===== src/rtl/luhn_pkg.sv =====
package luhn_pkg;

  localparam int unsigned NUMBER_BITS_DEF = 63;
  localparam int unsigned DIGIT_W         = 4;
  localparam int unsigned LEN_W           = 5;
  localparam int unsigned BRAND_W         = 2;

  localparam logic [BRAND_W-1:0] BRAND_INVALID = 2'd0;
  localparam logic [BRAND_W-1:0] BRAND_PAT_3X  = 2'd1;
  localparam logic [BRAND_W-1:0] BRAND_PAT_4   = 2'd2;
  localparam logic [BRAND_W-1:0] BRAND_PAT_5X  = 2'd3;

  localparam logic [LEN_W-1:0] LEN_MIN_BRAND = 5'd12;
  localparam logic [LEN_W-1:0] LEN_13        = 5'd13;
  localparam logic [LEN_W-1:0] LEN_15        = 5'd15;
  localparam logic [LEN_W-1:0] LEN_16        = 5'd16;

  typedef struct packed {
    logic load;
    logic conv;
    logic shr;
  } luhn_bcd_cmd_t;

  typedef struct packed {
    logic                 sum_zero;
    logic [LEN_W-1:0]     len;
    logic [DIGIT_W-1:0]   lead_hi;
    logic [DIGIT_W-1:0]   lead_lo;
  } luhn_scan_sts_t;

endpackage


===== src/rtl/luhn_bcd.sv =====
module luhn_bcd
  import luhn_pkg::*;
#(
  parameter int unsigned NUMBER_BITS = NUMBER_BITS_DEF,
  parameter int unsigned DIGITS      = 19
) (
  input  logic                   clk_i,
  input  logic                   rst_ni,
  input  luhn_bcd_cmd_t          cmd_i,
  input  logic [NUMBER_BITS-1:0] number_i,
  output logic [DIGIT_W-1:0]     digit_o
);

  localparam int unsigned BCD_W = DIGITS * DIGIT_W;

  logic [NUMBER_BITS-1:0] bin_q, bin_d;
  logic [BCD_W-1:0]       bcd_q, bcd_d;
  logic [BCD_W-1:0]       adj;

  // shift-add-3 correction on every digit
  always_comb begin
    for (int i = 0; i < DIGITS; i++) begin
      if (bcd_q[i*DIGIT_W +: DIGIT_W] >= DIGIT_W'(5)) begin
        adj[i*DIGIT_W +: DIGIT_W] = bcd_q[i*DIGIT_W +: DIGIT_W] + DIGIT_W'(3);
      end else begin
        adj[i*DIGIT_W +: DIGIT_W] = bcd_q[i*DIGIT_W +: DIGIT_W];
      end
    end
  end

  always_comb begin
    bin_d = bin_q;
    bcd_d = bcd_q;
    if (cmd_i.load) begin
      bin_d = number_i;
      bcd_d = '0;
    end else if (cmd_i.conv) begin
      bin_d = {bin_q[NUMBER_BITS-2:0], 1'b0};
      bcd_d = {adj[BCD_W-2:0], bin_q[NUMBER_BITS-1]};
    end else if (cmd_i.shr) begin
      bcd_d = {{DIGIT_W{1'b0}}, bcd_q[BCD_W-1:DIGIT_W]};
    end
  end

  always_ff @(posedge clk_i or negedge rst_ni) begin
    if (!rst_ni) begin
      bin_q <= '0;
      bcd_q <= '0;
    end else begin
      bin_q <= bin_d;
      bcd_q <= bcd_d;
    end
  end

  assign digit_o = bcd_q[DIGIT_W-1:0];

endmodule


===== src/rtl/luhn_scan.sv =====
module luhn_scan
  import luhn_pkg::*;
(
  input  logic               clk_i,
  input  logic               rst_ni,
  input  logic               clr_i,
  input  logic               en_i,
  input  logic [DIGIT_W-1:0] digit_i,
  output luhn_scan_sts_t     sts_o
);

  logic [LEN_W-1:0]   pos_q, pos_d;
  logic [LEN_W-1:0]   len_q, len_d;
  logic [DIGIT_W-1:0] sum_q, sum_d;
  logic [DIGIT_W-1:0] prev_q, prev_d;
  logic [DIGIT_W-1:0] hi_q, hi_d;
  logic [DIGIT_W-1:0] lo_q, lo_d;
  logic [DIGIT_W:0]   dbl;
  logic [DIGIT_W-1:0] contrib;
  logic [DIGIT_W:0]   acc;

  always_comb begin
    dbl = {digit_i, 1'b0};
    if (!pos_q[0]) begin
      contrib = digit_i;
    end else if (dbl > (DIGIT_W+1)'(9)) begin
      contrib = DIGIT_W'(dbl - (DIGIT_W+1)'(9));
    end else begin
      contrib = DIGIT_W'(dbl);
    end
    acc = {1'b0, sum_q} + {1'b0, contrib};
  end

  always_comb begin
    pos_d  = pos_q;
    len_d  = len_q;
    sum_d  = sum_q;
    prev_d = prev_q;
    hi_d   = hi_q;
    lo_d   = lo_q;
    if (clr_i) begin
      pos_d  = '0;
      len_d  = '0;
      sum_d  = '0;
      prev_d = '0;
      hi_d   = '0;
      lo_d   = '0;
    end else if (en_i) begin
      pos_d  = pos_q + LEN_W'(1);
      prev_d = digit_i;
      // running sum kept modulo ten
      if (acc >= (DIGIT_W+1)'(10)) begin
        sum_d = DIGIT_W'(acc - (DIGIT_W+1)'(10));
      end else begin
        sum_d = DIGIT_W'(acc);
      end
      if (digit_i != '0) begin
        len_d = pos_q + LEN_W'(1);
        hi_d  = digit_i;
        lo_d  = prev_q;
      end
    end
  end

  always_ff @(posedge clk_i or negedge rst_ni) begin
    if (!rst_ni) begin
      pos_q  <= '0;
      len_q  <= '0;
      sum_q  <= '0;
      prev_q <= '0;
      hi_q   <= '0;
      lo_q   <= '0;
    end else begin
      pos_q  <= pos_d;
      len_q  <= len_d;
      sum_q  <= sum_d;
      prev_q <= prev_d;
      hi_q   <= hi_d;
      lo_q   <= lo_d;
    end
  end

  assign sts_o.sum_zero = (sum_q == '0);
  assign sts_o.len      = len_q;
  assign sts_o.lead_hi  = hi_q;
  assign sts_o.lead_lo  = lo_q;

endmodule


===== src/rtl/card_number_luhn_classify_top.sv =====
// Sequence from start accept to done_o: one shift-add-3 step per input bit, then one
//   digit per cycle, then a finishing step; DIGITS = floor(0.30103*NUMBER_BITS)+1.
// A new word is accepted only while idle, so words never overlap.
// busy_o is high for the whole run; a new word may be started while done_o is high.
// done_o marks the result for exactly one cycle; the receiver cannot stall it.
module card_number_luhn_classify_top
  import luhn_pkg::*;
#(
  parameter int unsigned NUMBER_BITS = NUMBER_BITS_DEF
) (
  input  logic                   clk_i,
  input  logic                   rst_ni,
  input  logic                   start_i,
  output logic                   busy_o,
  input  logic [NUMBER_BITS-1:0] number_value_i,
  output logic                   done_o,
  output logic [BRAND_W-1:0]     brand_code_o,
  output logic                   checksum_ok_o,
  output logic [LEN_W-1:0]       digit_count_o
);

  localparam int unsigned DIGITS = (NUMBER_BITS * 30103) / 100000 + 1;
  localparam int unsigned CNT_W  = $clog2(NUMBER_BITS);

  typedef enum logic [3:0] {
    S_IDLE = 4'b0001,
    S_CONV = 4'b0010,
    S_SCAN = 4'b0100,
    S_FIN  = 4'b1000
  } state_e;

  state_e             state_q, state_d;
  logic [CNT_W-1:0]   cnt_q, cnt_d;
  logic               done_q, done_d;
  logic [BRAND_W-1:0] brand_q, brand_d;
  logic               ok_q, ok_d;
  logic [LEN_W-1:0]   len_q, len_d;

  luhn_bcd_cmd_t      bcd_cmd;
  logic [DIGIT_W-1:0] digit;
  luhn_scan_sts_t     sts;
  logic               accept;
  logic               scan_en;
  logic [BRAND_W-1:0] brand;

  assign accept = start_i && (state_q == S_IDLE);

  luhn_bcd #(
    .NUMBER_BITS (NUMBER_BITS),
    .DIGITS      (DIGITS)
  ) u_bcd (
    .clk_i    (clk_i),
    .rst_ni   (rst_ni),
    .cmd_i    (bcd_cmd),
    .number_i (number_value_i),
    .digit_o  (digit)
  );

  luhn_scan u_scan (
    .clk_i   (clk_i),
    .rst_ni  (rst_ni),
    .clr_i   (accept),
    .en_i    (scan_en),
    .digit_i (digit),
    .sts_o   (sts)
  );

  always_comb begin
    brand = BRAND_INVALID;
    if (sts.sum_zero && (sts.len > LEN_MIN_BRAND)) begin
      if (sts.len == LEN_15) begin
        if ((sts.lead_hi == DIGIT_W'(3)) &&
            ((sts.lead_lo == DIGIT_W'(4)) || (sts.lead_lo == DIGIT_W'(7)))) begin
          brand = BRAND_PAT_3X;
        end
      end else if (sts.len == LEN_13) begin
        if (sts.lead_hi == DIGIT_W'(4)) begin
          brand = BRAND_PAT_4;
        end
      end else if (sts.len == LEN_16) begin
        if ((sts.lead_hi == DIGIT_W'(5)) && (sts.lead_lo >= DIGIT_W'(1)) &&
            (sts.lead_lo <= DIGIT_W'(5))) begin
          brand = BRAND_PAT_5X;
        end else if (sts.lead_hi == DIGIT_W'(4)) begin
          brand = BRAND_PAT_4;
        end
      end
    end
  end

  always_comb begin
    state_d      = state_q;
    cnt_d        = cnt_q;
    done_d       = 1'b0;
    brand_d      = brand_q;
    ok_d         = ok_q;
    len_d        = len_q;
    bcd_cmd.load = 1'b0;
    bcd_cmd.conv = 1'b0;
    bcd_cmd.shr  = 1'b0;
    scan_en      = 1'b0;
    case (state_q)
      S_IDLE: begin
        if (start_i) begin
          bcd_cmd.load = 1'b1;
          cnt_d        = '0;
          state_d      = S_CONV;
        end
      end
      S_CONV: begin
        bcd_cmd.conv = 1'b1;
        cnt_d        = cnt_q + CNT_W'(1);
        if (cnt_q == CNT_W'(NUMBER_BITS - 1)) begin
          cnt_d   = '0;
          state_d = S_SCAN;
        end
      end
      S_SCAN: begin
        bcd_cmd.shr = 1'b1;
        scan_en     = 1'b1;
        cnt_d       = cnt_q + CNT_W'(1);
        if (cnt_q == CNT_W'(DIGITS - 1)) begin
          state_d = S_FIN;
        end
      end
      S_FIN: begin
        done_d  = 1'b1;
        brand_d = brand;
        ok_d    = sts.sum_zero;
        len_d   = sts.len;
        state_d = S_IDLE;
      end
      default: begin
        state_d = S_IDLE;
      end
    endcase
  end

  always_ff @(posedge clk_i or negedge rst_ni) begin
    if (!rst_ni) begin
      state_q <= S_IDLE;
      cnt_q   <= '0;
      done_q  <= 1'b0;
    end else begin
      state_q <= state_d;
      cnt_q   <= cnt_d;
      done_q  <= done_d;
    end
  end

  always_ff @(posedge clk_i) begin
    brand_q <= brand_d;
    ok_q    <= ok_d;
    len_q   <= len_d;
  end

  assign busy_o        = (state_q != S_IDLE);
  assign done_o        = done_q;
  assign brand_code_o  = brand_q;
  assign checksum_ok_o = ok_q;
  assign digit_count_o = len_q;

`ifndef SYNTHESIS
  a_start_busy: assert property (@(posedge clk_i) disable iff (!rst_ni)
    (start_i && !busy_o) |=> busy_o)
    else $error("accepted word did not raise busy");

  a_done_after_fin: assert property (@(posedge clk_i) disable iff (!rst_ni)
    done_o |-> ($past(state_q) == S_FIN))
    else $error("done without finishing step");

  a_brand_needs_ok: assert property (@(posedge clk_i) disable iff (!rst_ni)
    (done_o && (brand_code_o != BRAND_INVALID)) |-> checksum_ok_o)
    else $error("brand reported on failed checksum");

  a_len_range: assert property (@(posedge clk_i) disable iff (!rst_ni)
    done_o |-> (digit_count_o <= LEN_W'(DIGITS)))
    else $error("digit count out of range");
`endif

endmodule

===== config.mk =====
export PLATFORM = sky130hd
export DESIGN_NAME = card_number_luhn_classify_top
export DESIGN_NICKNAME = d
export VERILOG_FILES = /design/src/rtl/luhn_pkg.sv /design/src/rtl/luhn_bcd.sv /design/src/rtl/luhn_scan.sv /design/src/rtl/card_number_luhn_classify_top.sv
export SDC_FILE = /design/constraint.sdc
export NUM_CORES = 1
export LEC_CHECK = 0
export BUFFER_PORTS_ARGS = -buffer_cell sky130_fd_sc_hd__clkbuf_2
export CAP_MARGIN = 5
export CORE_ASPECT_RATIO = 0.6
export CORE_MARGIN = 2
export CORE_UTILIZATION = 35
export CTS_BUF_LIST = sky130_fd_sc_hd__clkbuf_8
export CTS_CLUSTER_DIAMETER = 120
export DETAILED_ROUTE_END_ITERATION = 10
export GPL_TIMING_DRIVEN = 1
export PLACE_DENSITY = 0.53
export REMOVE_ABC_BUFFERS = 1
export SETUP_SLACK_MARGIN = 0.5
export SYNTH_ARGS = -nofsm -noshare
export SYNTH_HDL_FRONTEND = slang
export SYNTH_SLANG_ARGS = --single-unit
export TNS_END_PERCENT = 20

===== constraint.sdc =====
create_clock -name clk_i -period 7.95 [get_ports clk_i]
set_input_delay 0.3975 -clock clk_i [delete_from_list [all_inputs] [get_ports clk_i]]
set_output_delay 0.3975 -clock clk_i [all_outputs]
set_load 0.01 [all_outputs]

==> flow_summary.ini, run 1 <==
[global_route]
grt-busiest-layer = met1
gr-usage-met3_pct = 3.40
grt_use_met2_pct = 22.4
grt_pass1_vias = 7367
grt_usage_pct = 16.7
grt_start_max_net_pins = 97
antenna_found_initial = 0
grt_overflow = 0
use_met1_pct = 26.7
grt_pass1_wl_um = 39800

[drt]
finalWirelength_um = 24200
drc = 0
firstDrtPassIters = 5
via_per_inst = 5.32
dr.first_iter.drc_count = 641
ant_nets = 0
wl_per_cell_um = 16.5
vias = 7823

[die]
die_h_um = 134
initial_core_util_pct = 35.8
fp.dieW_um = 221
num_rows = 47
die_area_um2 = 29600
coreArea_um2 = 27600
ioPinCount = 76

[worst_setup_path]
cpMaxStageDelayCell = dfrtp_1
cp-end-kind = flip-flop
crit_required_ps = 8340
crit_top_cell = inv_1
path_class = flip-flop to flip-flop
crit_path_start_kind = flip-flop
worstPathMaxFanout = 7
cp_top_family = compound AO/OA/AOI/OAI gates
cpPeakStageDelay_ps = 470
rrSetupSlack_ps = 4200
critPathBufInv = 3
cp.arrival_ps = 4150
crit_chain = inv_1 -> ha_1 -> inv_1 -> a21oi_1 -> xnor2_1 -> nand2_1 -> o21ai_0 -> fa_1 -> xnor2_1 -> ha_1 -> inv_1 -> a31o_2 -> a211oi_1 -> nor4_1 -> a311o_1

[power_and_ir_drop]
power.leakage_nw = 4.95
peakVddDrop_mv = 0.137
p_per_area_nw_per_um2 = 370
p_total_mw = 4.04

[sta]
hold-worst-slack_ps = 104
min_period_over_period_pct = 47.2
max_freq_mhz = 266
worst_slack_ps = 4200
fin_crit_ps = 3750
fin_setup_tns_ps = 0
fin_skew_ps = 15.5
finalSetupViolCount = 0
hold_viol = 0
rsz0062_at_grt = false
drv_slew = 0
tightest_slew_ps = 1160
maxSlewHeadroom_pct = 22.5

[finish]
multi_input_area_um2 = 4800
stdcell_area_um2 = 10900
regArea_um2 = 4650
drive_above_1_share_pct = 12.1
antennaDiodeCount = 0
area_delta_synth_final_pct = 10.6
layout.nets = 1206
n_fill_cell = 2821

[clock_tree]
cts_max_path_buffers = 2
cts_root_buffer = clkbuf_8
cts_tree = done
cts.htree.levels = 4
clk_pin_slew_ps = 100
clk_latency_ps = 500
cts_sinks = 184
post_cts_buffers = 0
cts_buffers = 17

[placed_design]
post_dp_cell_area_um2 = 10500
io_buffers = 75
hpwl_um = 15100
place_ws_ps = 4290
gp_congestion = 0.798

[logic_synthesis]
synth_area_um2 = 9880
synth-edff-count = 8
syn-instance-count = 1049
ys_warn_count = 0
synth_top_area_share_pct = 44.3
synth_area_leader_cell = dfrtp_1
yosys_most_used_dff = dfrtp_1
synth_area_leaders = dfrtp_1, nand2_1, ha_1
avgSynthCellArea_um2 = 9.42
synth-seq-cells = 184
synth_cell_type_count = 59
synthArstFlopShare_pct = 95.7
seq_area_frac_synth_pct = 47.0

[worst_hold_path]
hp-class = input port to flip-flop

[outcome]
status = completed

[run]
max_cap_violations = 0
## registers in the layout, summed over array words and instances (netlist names), 5 cells and up
| register | count |
|---|---|
| cnt_q | 6 |
| digit_count_o | 5 |
| u_bcd.bcd_q | 76 |
| u_bcd.bin_q | 63 |
| u_scan.len_q | 5 |
| u_scan.pos_q | 5 |
## per-stage QoR
stage,std cells,util (%)
floorplan,986,-
global placement,1438,38.2
detailed placement,1438,38.2
CTS,1471,39.5
global route,1471,39.5
finish,1471,39.5
## kinds of logic (layout without fill, tap and decap cells)
kind of cell	count (synthesis)	in the layout	synth area share [%]
AND/OR/NAND/NOR	332	332	15.4
AO/OA/AOI/OAI	317	317	21.4
flip-flops	184	184	47.0
buffers and inverters	112	167	4.79
adder cells (fa/ha/maj)	49	49	6.28
XOR/XNOR	33	33	2.92
multiplexers	22	22	2.23
## metal layers
metal / part of all wire [%] / up-vias
met5: 0 / -
li1: - / 3848
met2: 40 / 173
met1: 55 / 3783
met3: 4.5 / 19
met4: 0.93 / 0
## report_power, final
group	total (mW)	switching [mW]	internal, mW
registers	1.65	0.360	1.29
logic	1.76	1.08	0.682
clock network	0.625	0.367	0.258
## synthesized netlist by cell type, types with 8 or more instances
master,count
mux2i_1,22
o22ai_1,19
o221ai_1,8
dfrtp_1,175
ha_1,48
inv_1,48
a221oi_1,25
clkbuf_1,34
nor3b_1,24
nand3_1,16
o21ai_0,66
a22oi_1,70
nor2_1,69
xnor2_1,30
nor3_1,17
a21boi_0,9
buf_2,21
edfxtp_1,8
a21oi_1,73
nand2_1,163
a32oi_1,13
nand2b_1,20
## placed cells by master (no fill, tap or decap), drive strengths merged, types with 17 or more instances in the layout
| cell | netlist | layout |
|---|---|---|
| mux2i | 22 | 22 |
| o22ai | 19 | 19 |
| o21ai | 68 | 68 |
| nand2b | 20 | 20 |
| dfrtp | 175 | 175 |
| inv | 49 | 55 |
| nor3 | 17 | 17 |
| a21oi | 74 | 74 |
| nand2 | 163 | 163 |
| xnor2 | 30 | 30 |
| nor2 | 70 | 70 |
| clkbuf | 34 | 93 |
| nor3b | 24 | 24 |
| ha | 48 | 48 |
| a221oi | 25 | 25 |
| a22oi | 70 | 70 |
## what timing repair did
action,in CTS,in global routing
hold endpoints to repair,81,0
endpoints found under the setup margin,0,0
hold buffers,1,0
gates resized for setup,0,0
## layout make-up
cell class                 instances  area share (%)
multi-input combinational        753            43.9
sequential                       184            42.5
timing repair buffer              86            4.29
tap                              367            4.20
clock buffer                      18            2.27
inverter                          49            1.68
clock inverter                    14            1.13
## final timing paths
kind,to,start,cells after the start
setup / recovery,u_scan.sum_q[2],u_bcd.bcd_q[0],15
max in group asynchronous,u_bcd.bin_q[58],rst_ni,3
hold reg to reg,u_bcd.bin_q[17],u_bcd.bin_q[17],2
hold / removal,u_bcd.bin_q[0],number_value_i[0],3
setup reg to reg,u_scan.sum_q[2],u_bcd.bcd_q[0],15
min in group asynchronous,u_scan.sum_q[0],rst_ni,2
## worst min-delay path, stage by stage
cell and delay (ps):
clkbuf_2 80, nand2_1 40, nand2_1 50
(Power assumes the default switching activity.)
==> inputs of run 2 (changes only) <==
clock period = 3.9 ns   (was 7.95 ns; I/O delays follow)
==> flow_summary.ini, run 2 (synthesis gave the netlist of run 1 again) <==
[power_and_ir_drop]
power.leakage_nw = 5.28
p_per_area_nw_per_um2 = 733
peakVddDrop_mv = 0.365

[sta]
min_period_over_period_pct = 84.0
finalSetupViolCount = 0
maxSlewHeadroom_pct = 27.2
tightest_slew_ps = 1090
rsz0062_at_grt = false
drv_slew = 0
hold_viol = 0
max_freq_mhz = 305
fin_skew_ps = 11.2
fin_crit_ps = 3280
worst_slack_ps = 624
fin_setup_tns_ps = 0
hold-worst-slack_ps = 169

[worst_setup_path]
worstPathMaxFanout = 7
path_class = flip-flop to flip-flop
cp.arrival_ps = 3710
crit_path_start_kind = flip-flop
cp-end-kind = flip-flop
crit_required_ps = 4330

[drt]
dr.first_iter.drc_count = 693
finalWirelength_um = 25300
drc = 0
ant_nets = 0
wl_per_cell_um = 16.4
vias = 8021
via_per_inst = 5.21
firstDrtPassIters = 5

[die]
die_h_um = 134
initial_core_util_pct = 35.8
coreArea_um2 = 27600
num_rows = 47
fp.dieW_um = 221
ioPinCount = 76
die_area_um2 = 29600

[clock_tree]
cts_buffers = 17
cts_tree = done
cts_sinks = 184
cts.htree.levels = 4
cts_root_buffer = clkbuf_8
clk_latency_ps = 490
clk_pin_slew_ps = 100
cts_max_path_buffers = 2

[placed_design]
hpwl_um = 15500
place_ws_ps = 187
gp_congestion = 0.829
placedCellCount = 1439
io_buffers = 75

[finish]
most-common-layout-cells = dfrtp_1, nand2_1, clkbuf_2
utilization_pct = 42.4
antennaDiodeCount = 0
area_delta_synth_final_pct = 18.7
drive_above_1_share_pct = 12.9
largest_reg_flops = 76
top_regs = u_bcd.bcd_q (76), u_bcd.bin_q (63), cnt_q (6)
final_common_cell = dfrtp_1
regMostFlops = u_bcd.bcd_q
layout.nets = 1274
final_cells = 1539

[global_route]
grt_start_max_net_pins = 122
antenna_found_initial = 0
grt_pass1_wl_um = 41500
grt_usage_pct = 17.3
grt_pass1_vias = 7703
grt_overflow = 0

[worst_hold_path]
hp-class = input port to flip-flop

[outcome]
status = completed

[run]
max_cap_violations = 0
-- run 2: worst max-delay path, cell delays in order, from the launching register on --
cell,delay (ps)
dfrtp_2,460
inv_2,130
ha_4,190
inv_1,60
a21oi_2,190
a21oi_1,100
ha_1,250
fa_2,420
xnor2_4,230
ha_1,190
inv_1,80
a31o_2,250
a211o_1,330
a211oi_2,190
a311o_1,140
-- run 2: report_power, final --
part,total (mW),internal (mW),leakage (nW),switching (mW)
sequential,3.37,2.64,2.34,0.735
combinational,3.82,1.52,2.73,2.30
clock,1.40,0.598,0.212,0.799
-- run 2: worst paths after layout --
path / startpoint / end / slack (ps) / cells after the start
max in group asynchronous: rst_ni / u_bcd.bcd_q[67] / 2620 / 3
min in group asynchronous: rst_ni / done_o / 420 / 2
hold reg to reg: u_bcd.bin_q[60] / u_bcd.bin_q[60] / 480 / 2
setup / recovery: u_bcd.bcd_q[1] / u_scan.sum_q[2] / 620 / 14
setup reg to reg: u_bcd.bcd_q[1] / u_scan.sum_q[2] / 620 / 14
hold / removal: start_i / state_q[2] / 170 / 3
-- run 2: what timing repair did --
action                                  in CTS  in global routing
hold endpoints to repair                   182                  0
buffers inserted                             0                  4
hold buffers                                64                  0
endpoints found under the setup margin       2                  2
pin swaps                                    0                  1
resized for setup                            7                  6
-- run 2: cell type report --
type                    count  area, µm²
inverters                  49        184
clock buffers              17        234
well taps                 367        459
repair buffers            154       1170
fillers                  2748      15900
multi-input cells         753       4850
clock inverters            15        183
flip-flops and latches    184       4650
-- run 2: through the flow --
stage	power, mW	area [µm²]
floorplan	5.89	9590
global placement	7.00	10600
detailed placement	7.07	10600
CTS	8.56	11700
global route	9.33	11700
finish	8.59	11700
-- run 2: metal layers --
| layer | up-vias | GRT usage (%) | part of all wire (%) |
|---|---|---|---|
| met2 | 150 | 24.2 | 41 |
| met5 | - | 0 | 0 |
| li1 | 3969 | - | - |
| met3 | 18 | 3.31 | 3.3 |
| met1 | 3884 | 27.0 | 55 |
| met4 | 0 | 4.33 | 0.97 |
